$ cat config.mk
export PLATFORM = sky130hd
export DESIGN_NAME = tds_alu
export DESIGN_NICKNAME = d
export VERILOG_FILES = /design/src/assert_macros.svh /design/src/tds_pkg.sv /design/src/tds_alu.sv
export SDC_FILE = /design/constraint.sdc
export NUM_CORES = 2
export LEC_CHECK = 0
export BUFFER_PORTS_ARGS = -buffer_cell sky130_fd_sc_hd__buf_2
export CORE_ASPECT_RATIO = 2
export CORE_MARGIN = 10
export CORE_UTILIZATION = 65
export DETAILED_ROUTE_END_ITERATION = 6
export MAX_ROUTING_LAYER = met4
export PLACE_DENSITY_LB_ADDON = 0.25
export REMOVE_ABC_BUFFERS = 1
export SYNTH_ARGS = -nofsm -noshare
export SYNTH_HDL_FRONTEND = slang
export SYNTH_SLANG_ARGS = --single-unit
$ cat constraint.sdc
create_clock -name i_clk -period 22.9 [get_ports i_clk]
set_input_delay 4.58 -clock i_clk [delete_from_list [all_inputs] [get_ports i_clk]]
set_output_delay 4.58 -clock i_clk [all_outputs]
set_load 0.01 [all_outputs]
$ cat src/assert_macros.svh
// Assertion macros shared by the solver RTL.
// Depends on nothing; the including module must have i_clk and i_rst_n.
`ifndef ASSERT_MACROS_SVH
`define ASSERT_MACROS_SVH

// Property checked at every rising clock edge outside reset.
`define TDS_ASSERT(label, prop, msg) \
    label: assert property (@(posedge i_clk) disable iff (!i_rst_n) (prop)) \
        else $error(msg);

// Condition in one cycle implies a consequence in the next.
`define TDS_ASSERT_NEXT(label, ante, cons, msg) \
    label: assert property (@(posedge i_clk) disable iff (!i_rst_n) \
        (ante) |=> (cons)) else $error(msg);

`endif

$ cat src/tds_pkg.sv
// Shared types and constants of the tridiagonal solver.
// Depends on nothing; imported by tds_alu, tridiagonal_thomas_solver and the testbench.
package tds_pkg;

    localparam int W          = 48;
    localparam int FRAC_BITS  = 32;
    localparam int MAX_POINTS = 64;
    localparam int MIN_POINTS = 3;
    localparam int IDX_W      = $clog2(MAX_POINTS);
    localparam int CFG_W      = 7;

    localparam logic signed [W-1:0] VAL_MAX = {1'b0, {(W-1){1'b1}}};
    localparam logic signed [W-1:0] VAL_MIN = {1'b1, {(W-1){1'b0}}};

    localparam logic OP_LOAD = 1'b0;
    localparam logic OP_RHS  = 1'b1;

    localparam logic ALU_MUL = 1'b0;
    localparam logic ALU_DIV = 1'b1;

    typedef struct packed {
        logic                    operation;
        logic [5:0]              index;
        logic signed [W-1:0]     diag_coef;
        logic signed [W-1:0]     upper_coef;
        logic signed [W-1:0]     lower_coef;
        logic signed [W-1:0]     rhs_value;
    } t_in_item;

    typedef struct packed {
        logic [5:0]              result_index;
        logic signed [W-1:0]     solution_value;
        logic                    saturated;
        logic                    last_result;
    } t_out_item;

    typedef struct packed {
        logic start;
        logic op;
    } t_alu_req;

    typedef struct packed {
        logic done;
        logic sat;
    } t_alu_rsp;

endpackage

$ cat src/tds_alu.sv
// Shared fixed-point multiply and divide unit with rounding and saturation.
// Depends on tds_pkg.
module tds_alu (
    input  logic                          i_clk,
    input  logic                          i_rst_n,
    input  tds_pkg::t_alu_req             i_req,
    input  logic signed [tds_pkg::W-1:0]  i_a,
    input  logic signed [tds_pkg::W-1:0]  i_b,
    output tds_pkg::t_alu_rsp             o_rsp,
    output logic signed [tds_pkg::W-1:0]  o_result
);
    import tds_pkg::*;

    localparam int H        = W / 2;
    localparam int PW       = 2 * W;
    localparam int RW       = PW - FRAC_BITS;
    localparam int DIV_BITS = 2;
    localparam int DIV_CYC  = W / DIV_BITS;
    localparam int SW       = $clog2(DIV_CYC + 1);

    localparam logic [2:0] A_IDLE = 3'd0;
    localparam logic [2:0] A_MUL  = 3'd1;
    localparam logic [2:0] A_MFIN = 3'd2;
    localparam logic [2:0] A_DCHK = 3'd3;
    localparam logic [2:0] A_DIV  = 3'd4;
    localparam logic [2:0] A_DFIN = 3'd5;

    localparam logic [SW-1:0] MUL_LAST = SW'(4);
    localparam logic [SW-1:0] DIV_LAST = SW'(DIV_CYC - 1);
    localparam logic [PW-1:0] HALF     = PW'(1) << (FRAC_BITS - 1);
    localparam logic [RW-1:0] LIM_POS  = RW'(VAL_MAX);
    localparam logic [RW-1:0] LIM_NEG  = RW'(1) << (W - 1);

    logic [2:0]          r_state;
    logic [SW-1:0]       r_step;
    logic [W-1:0]        r_x, r_y;
    logic                r_neg, r_aneg;
    logic [W-1:0]        r_prod;
    logic [1:0]          r_psh;
    logic [PW-1:0]       r_acc;
    logic [W-1:0]        r_rem, r_num, r_q;
    logic signed [W-1:0] r_res;
    logic                r_done, r_sat;

    logic [W-1:0]  a_mag, b_mag;
    logic [H-1:0]  x_part, y_part;
    logic [PW-1:0] prod_sh, msum;
    logic [RW-1:0] mmag;
    logic [W-1:0]  d_rem, d_num, d_q;
    logic [W:0]    d_sh;
    logic          d_ge, rnd;
    logic [W:0]    q1;

    function automatic logic mag_over(input logic [RW-1:0] m, input logic neg);
        return neg ? (m > LIM_NEG) : (m > LIM_POS);
    endfunction

    function automatic logic signed [W-1:0] mag_val(input logic [RW-1:0] m,
                                                    input logic neg);
        logic signed [W-1:0] v;
        v = neg ? W'(~m[W-1:0] + 1'b1) : m[W-1:0];
        if (mag_over(m, neg)) begin
            v = neg ? VAL_MIN : VAL_MAX;
        end
        return v;
    endfunction

    assign a_mag  = i_a[W-1] ? W'(~i_a + 1'b1) : i_a;
    assign b_mag  = i_b[W-1] ? W'(~i_b + 1'b1) : i_b;
    assign x_part = r_step[1] ? r_x[W-1:H] : r_x[H-1:0];
    assign y_part = r_step[0] ? r_y[W-1:H] : r_y[H-1:0];

    always_comb begin
        case (r_psh)
            2'd0:    prod_sh = PW'(r_prod);
            2'd1:    prod_sh = PW'(r_prod) << H;
            default: prod_sh = PW'(r_prod) << (2 * H);
        endcase
    end

    assign msum = r_acc + HALF;
    assign mmag = msum[PW-1:FRAC_BITS];

    // Restoring division, two quotient bits per cycle.
    always_comb begin
        d_rem = r_rem;
        d_num = r_num;
        d_q   = r_q;
        d_sh  = '0;
        d_ge  = 1'b0;
        for (int j = 0; j < DIV_BITS; j++) begin
            d_sh  = {d_rem, d_num[W-1]};
            d_num = d_num << 1;
            d_ge  = d_sh >= {1'b0, r_y};
            d_q   = {d_q[W-2:0], d_ge};
            d_rem = d_ge ? W'(d_sh - {1'b0, r_y}) : d_sh[W-1:0];
        end
    end

    assign rnd = {r_rem, 1'b0} >= {1'b0, r_y};
    assign q1  = {1'b0, r_q} + (W+1)'(rnd);

    always_ff @(posedge i_clk) begin
        if (!i_rst_n) begin
            r_state <= A_IDLE;
            r_done  <= 1'b0;
        end else begin
            r_done <= 1'b0;
            unique case (r_state)
                A_IDLE: begin
                    if (i_req.start) begin
                        r_x     <= a_mag;
                        r_y     <= b_mag;
                        r_neg   <= i_a[W-1] ^ i_b[W-1];
                        r_aneg  <= i_a[W-1];
                        r_step  <= '0;
                        r_acc   <= '0;
                        r_state <= (i_req.op == ALU_MUL) ? A_MUL : A_DCHK;
                    end
                end
                A_MUL: begin
                    if (r_step != '0) begin
                        r_acc <= r_acc + prod_sh;
                    end
                    if (r_step == MUL_LAST) begin
                        r_state <= A_MFIN;
                    end else begin
                        r_prod <= x_part * y_part;
                        r_psh  <= {1'b0, r_step[1]} + {1'b0, r_step[0]};
                    end
                    r_step <= r_step + 1'b1;
                end
                A_MFIN: begin
                    r_res   <= mag_val(mmag, r_neg);
                    r_sat   <= mag_over(mmag, r_neg);
                    r_done  <= 1'b1;
                    r_state <= A_IDLE;
                end
                A_DCHK: begin
                    if (r_y == '0) begin
                        r_res   <= r_aneg ? VAL_MIN : VAL_MAX;
                        r_sat   <= 1'b1;
                        r_done  <= 1'b1;
                        r_state <= A_IDLE;
                    end else if ((r_x >> (W - FRAC_BITS)) >= r_y) begin
                        r_res   <= r_neg ? VAL_MIN : VAL_MAX;
                        r_sat   <= 1'b1;
                        r_done  <= 1'b1;
                        r_state <= A_IDLE;
                    end else begin
                        r_rem   <= r_x >> (W - FRAC_BITS);
                        r_num   <= r_x << FRAC_BITS;
                        r_q     <= '0;
                        r_step  <= '0;
                        r_state <= A_DIV;
                    end
                end
                A_DIV: begin
                    r_rem  <= d_rem;
                    r_num  <= d_num;
                    r_q    <= d_q;
                    r_step <= r_step + 1'b1;
                    if (r_step == DIV_LAST) begin
                        r_state <= A_DFIN;
                    end
                end
                A_DFIN: begin
                    r_res   <= mag_val(RW'(q1), r_neg);
                    r_sat   <= mag_over(RW'(q1), r_neg);
                    r_done  <= 1'b1;
                    r_state <= A_IDLE;
                end
                default: r_state <= A_IDLE;
            endcase
        end
    end

    assign o_rsp.done = r_done;
    assign o_rsp.sat  = r_sat;
    assign o_result   = r_res;

endmodule

; ---- Word-level counts from Yosys, hierarchy flattened
; Index checks and enable logic that the tools add are counted.
[totals]
regBits = 446
out_inout_bits = 50
wordCells = 122
[classes]
n_addsub = 11
multipliers = 1
n_lt_le_gt_ge = 8
eq_ne = 15
muxes = 47
bitwise_logic = 6
reduce_logical = 17
[ops]
columns = operator, n
row1 = $mux 48, 16
row2 = $pmux 96 s2, 2
row3 = $pmux 48 s2, 3
row4 = $add 48x1->48 const B, 4
row5 = $mux 96, 2
row6 = $not 48->48, 4
row7 = $ge 49x48->1, 3
row8 = $pmux 48 s3, 1
row9 = $add 96x32->96 const B, 1
row10 = $add 96x96->96, 1
row11 = $sub 48x48->48, 2
row12 = $mux 47, 2
row13 = $gt 64x47->1 const B, 1
row14 = $gt 64x48->1 const B, 1
row15 = $add 48x1->49, 1
row16 = $gt 49x47->1 const B, 1
row17 = $gt 49x48->1 const B, 1
row18 = $ge 32x48->1, 1
row19 = $logic_not 48->1, 1
row20 = $mul 24x24->48, 1
row21 = $mux 24, 2
row22 = $mux 3, 5
row23 = $mux 5, 3
row24 = $pmux 5 s3, 1
row25 = 26 further kinds, 45

; ---- Depth between registers and ports, before layout
[depth]
word_depth = 7
ltp_mapped = 34
mapped_depth_nobuf = 31

; ---- Worst setup path before layout
; No wires, ideal clock.
[synth_timing]
path_kind = input to register
from = input i_rst_n
to = register r_num[32] (enable)
setup_ns = 0.738
arrival_time_ns = 12.753
setup_slack_ns = 9.410
stages = 3
n_path_buf = 1
path_cell_list = clkbuf_1 -> nand3_1 -> o21ai_0
[synth_via]
elab_chain_len = 1
[synth_rtl]
columns = element, line
row1 = from (decl), tds_alu.sv:5  ; input logic i_rst_n,
row2 = $reduce_and 4->1 (no line), -
row3 = to (signal assigned), tds_alu.sv:152  ; r_num <= r_x << FRAC_BITS;
row4 = to (signal assigned), tds_alu.sv:160  ; r_num <= d_num;
row5 = to (decl), tds_alu.sv:41  ; logic [W-1:0] r_rem, r_num, r_q;
; No other way between the ends.
; A chain may end at the register's enable or synchronous reset.

; ---- Final worst setup path
[layout_timing]
from = register r_y[40]
to = register r_rem[14] (data pin)
[layout_via]
elab_chain_len = 5
word_cells_on_any_way = 7
[layout_rtl]
columns = element, line
row1 = from (decl), tds_alu.sv:36  ; logic [W-1:0] r_x, r_y;
row2 = from (signal assigned), tds_alu.sv:113  ; r_y <= b_mag;
row3 = $ge 49x48->1 or $sub 48x48->48 (tied branches), "tds_alu.sv:94, tds_alu.sv:96"
row4 = $mux 48, tds_alu.sv:96  ; d_rem = d_ge ? W'(d_sh - {1'b0, r_y}) : d_sh[W-1:0];
row5 = $sub 48x48->48 or $ge 49x48->1 (tied branches), "tds_alu.sv:96, tds_alu.sv:94"
row6 = $mux 48 *, tds_alu.sv:96
row7 = $pmux 48 s2 *, tds_alu.sv:109  ; unique case (r_state)
row8 = to (signal assigned), tds_alu.sv:151  ; r_rem <= r_x >> (W - FRAC_BITS);
row9 = to (signal assigned), tds_alu.sv:159  ; r_rem <= d_rem;
row10 = to (decl), tds_alu.sv:41
; Every way passes the cells marked *; elsewhere a longest branch is shown, timed or not.

==> flow_summary.toml <==
[route]
drt-pass1-iter-count = 7
viasPerCell = 6.756
avgRoutedWirePerCell_um = 28.99
num_vias = 51090
drc = 2
drtIter0Drc = 4829
antenna_left = 0
wl_mm = 219.2

[global_route]
grt_max_degree = 75
grt_pass1_vias = 52220
grt_use_total_pct = 46.28
grt_pass1_wl_mm = 323.2
antenna_found_initial = 13
grt.overflow.total = 0

[worst_setup_path]
required_ns = 23.26
crit_type = "reg -> reg"
cp-end-kind = "register"
arrival_ns = 11.26
timing.reg2reg.setup_slack_ns = 12.00
startpoint_type = "register"
crit_fanout = 33

[placed_design]
placed_cells = 7470
gp_congestion = 1.270
dpl_cell_area_mm2 = 0.05686
hpwl_mm = 173.1
io_buffer_count = 149

[synth]
synth_most_common_cell = "nand2_1"
synth_cell_type_count = 84
synth.top_cells.by_count = "nand2_1 (767), inv_1 (694), nor2_1 (644)"
synth_async_sr_flop_share_pct = 0
synth_edf_count = 410
avgSynthCellArea_um2 = 8.531
syn-cell-area_mm2 = 0.05502
yosysWarnings = 0
synth_largest_area_cell = "edfxtp_1"
seq_area_frac_synth_pct = 22.52
synth.area.top_cells = "edfxtp_1 (22%), fa_1 (18%), ha_1 (9.3%)"
yosysTopAreaCellShare_pct = 22.38
syn_inst = 6450
synth-seq-cells = 414
synth_ff_type = "edfxtp_1"

[final_layout]
final_core_util_pct = 69.63
fin_cells = 7562
drive_above_1_share_pct = 6.679
nNetsFinal = 7443
final_cell_area_mm2 = 0.05828
area_growth_pct = 5.926

[timing]
finalCriticalPeriod_ns = 10.90
tns_ns = 0
final-setup-viol-count = 0
hold_violations = 0
fin_crit_sh_pct = 47.60
slew_headroom_pct = -6.440
worst_slew_pin_slew_ns = 1.580
fmax_mhz = 91.73
maxSlewViolCount = 11
fin_skew_ns = 0.03561
rsz0062_at_grt = "false"

[clock_network]
cts_resized = 0
cts_buffers = 41
clk_latency_ns = 0.65
clk_pin_slew_ns = 0.09
htreeDepth = 2
clock-root-buffer = "clkbuf_16"
cts_max_path_buffers = 3
cts_tree = "built"
postCtsSetupBuffers = 0
cts.sinks = 414
ctsHoldBuffers = 0

[run]
max_cap_viol_count = 5

[die]
rows = 150
io_pins = 150
dieArea_mm2 = 0.09739
start_util_pct = 65.73
core_area_mm2 = 0.08371
die_x_um = 225.7
die_height_um = 431.5

[worst_hold_path]
hp-class = "reg -> reg"

[status]
violations = "design-rule violations, max-capacitance violations, max-slew violations"
status = "finished, violations left"
==> logic make-up after synthesis <==
logic type	count (synthesis)	share of synthesized area (%)
buffers and inverters	982	6.740
adders and majority gates	893	26.92
and+or+nand+nor	2246	18.91
xor gates and xnor gates	474	7.572
DFF	414	22.52
AOI/OAI and AO/OA	1341	15.44
muxes	100	1.885
==> cells in the final DEF, fill, tap and decap left out, drive strengths merged, types with 71 or more instances in the layout <==
cell type	count
a21oi	354
fa	485
a21o	197
nand3	148
xor2	145
o21ai	334
mux2i	71
nor3	100
nand4	98
and3	101
nor2	644
and2	84
inv	705
ha	408
xnor2	328
buf	244
nand2	767
edfxtp	410
==> layout make-up <==
class                           instances  area [µm²]
Antenna cell                           15       37.54
Timing Repair Buffer                  244        1459
Fill cell                            6857       25420
Sequential cell                       414       12390
Clock buffer                           46        1055
Tap cell                             1064        1331
Inverter                              695        2609
Multi-Input combinational cell       5054       39100
Clock inverter                         30       301.5
==> critical path, stage by stage, from the launching register on <==
cell      delay, ns
edfxtp_1       0.73
inv_1          0.19
ha_1           0.41
and2_1         0.32
nand3_1        0.21
nor2_1         0.91
nand4_1        0.64
o21a_1         0.36
o21a_2         0.38
buf_4          0.31
buf_4          0.28
o21ai_0        0.31
ha_1           0.35
a21o_1         0.20
a21o_1         0.17
a21o_1         0.18
a221o_1        0.46
a211oi_1       1.24
o311ai_0       0.54
o211ai_1       0.36
a31oi_1        0.17
o31ai_1        0.40
nand3_1        0.49
buf_4          0.46
and3_1         0.23
a21oi_1        0.13
a21oi_1        0.08
==> state kept, by name (all words and copies together) (netlist names), 16 cells and up <==
name      count
r_acc        96
r_x          48
r_rem        48
r_prod       48
o_result     48
r_y          48
r_num        16
r_q          48
==> metrics by stage <==
stage	setup slack (ns)	hold WS, ns
CTS	13.29	0.5186
global route	12.10	0.5381
floorplan	9.642	0.4836
global placement	13.39	0.4923
finish	12.00	0.5133
detailed placement	13.31	0.5058
==> metal layers <==
metal / GRT usage [%] / wire length [µm]
met4: 53.59 / 33230
met2: 76.92 / 106500
met5: - / 0
met1: 38.35 / 60810
met3: 12.09 / 18730
==> path summary, 6_finish.rpt <==
| check | startpoint | end | cells past startpoint |
|---|---|---|---|
| worst min-delay path | r_num[42]$_DFFE_PP_ | r_num[44]$_DFFE_PP_ | 2 |
| worst max-delay path | r_y[40]$_DFFE_PP_ | r_rem[14]$_DFFE_PP_ | 26 |
| worst max register to register | r_y[40]$_DFFE_PP_ | r_rem[14]$_DFFE_PP_ | 26 |
| worst min register to register | r_num[42]$_DFFE_PP_ | r_num[44]$_DFFE_PP_ | 2 |
Power is left out: the tool's default activity adds up to more than one toggle a clock period on the data nets, which glitch-free logic cannot reach.
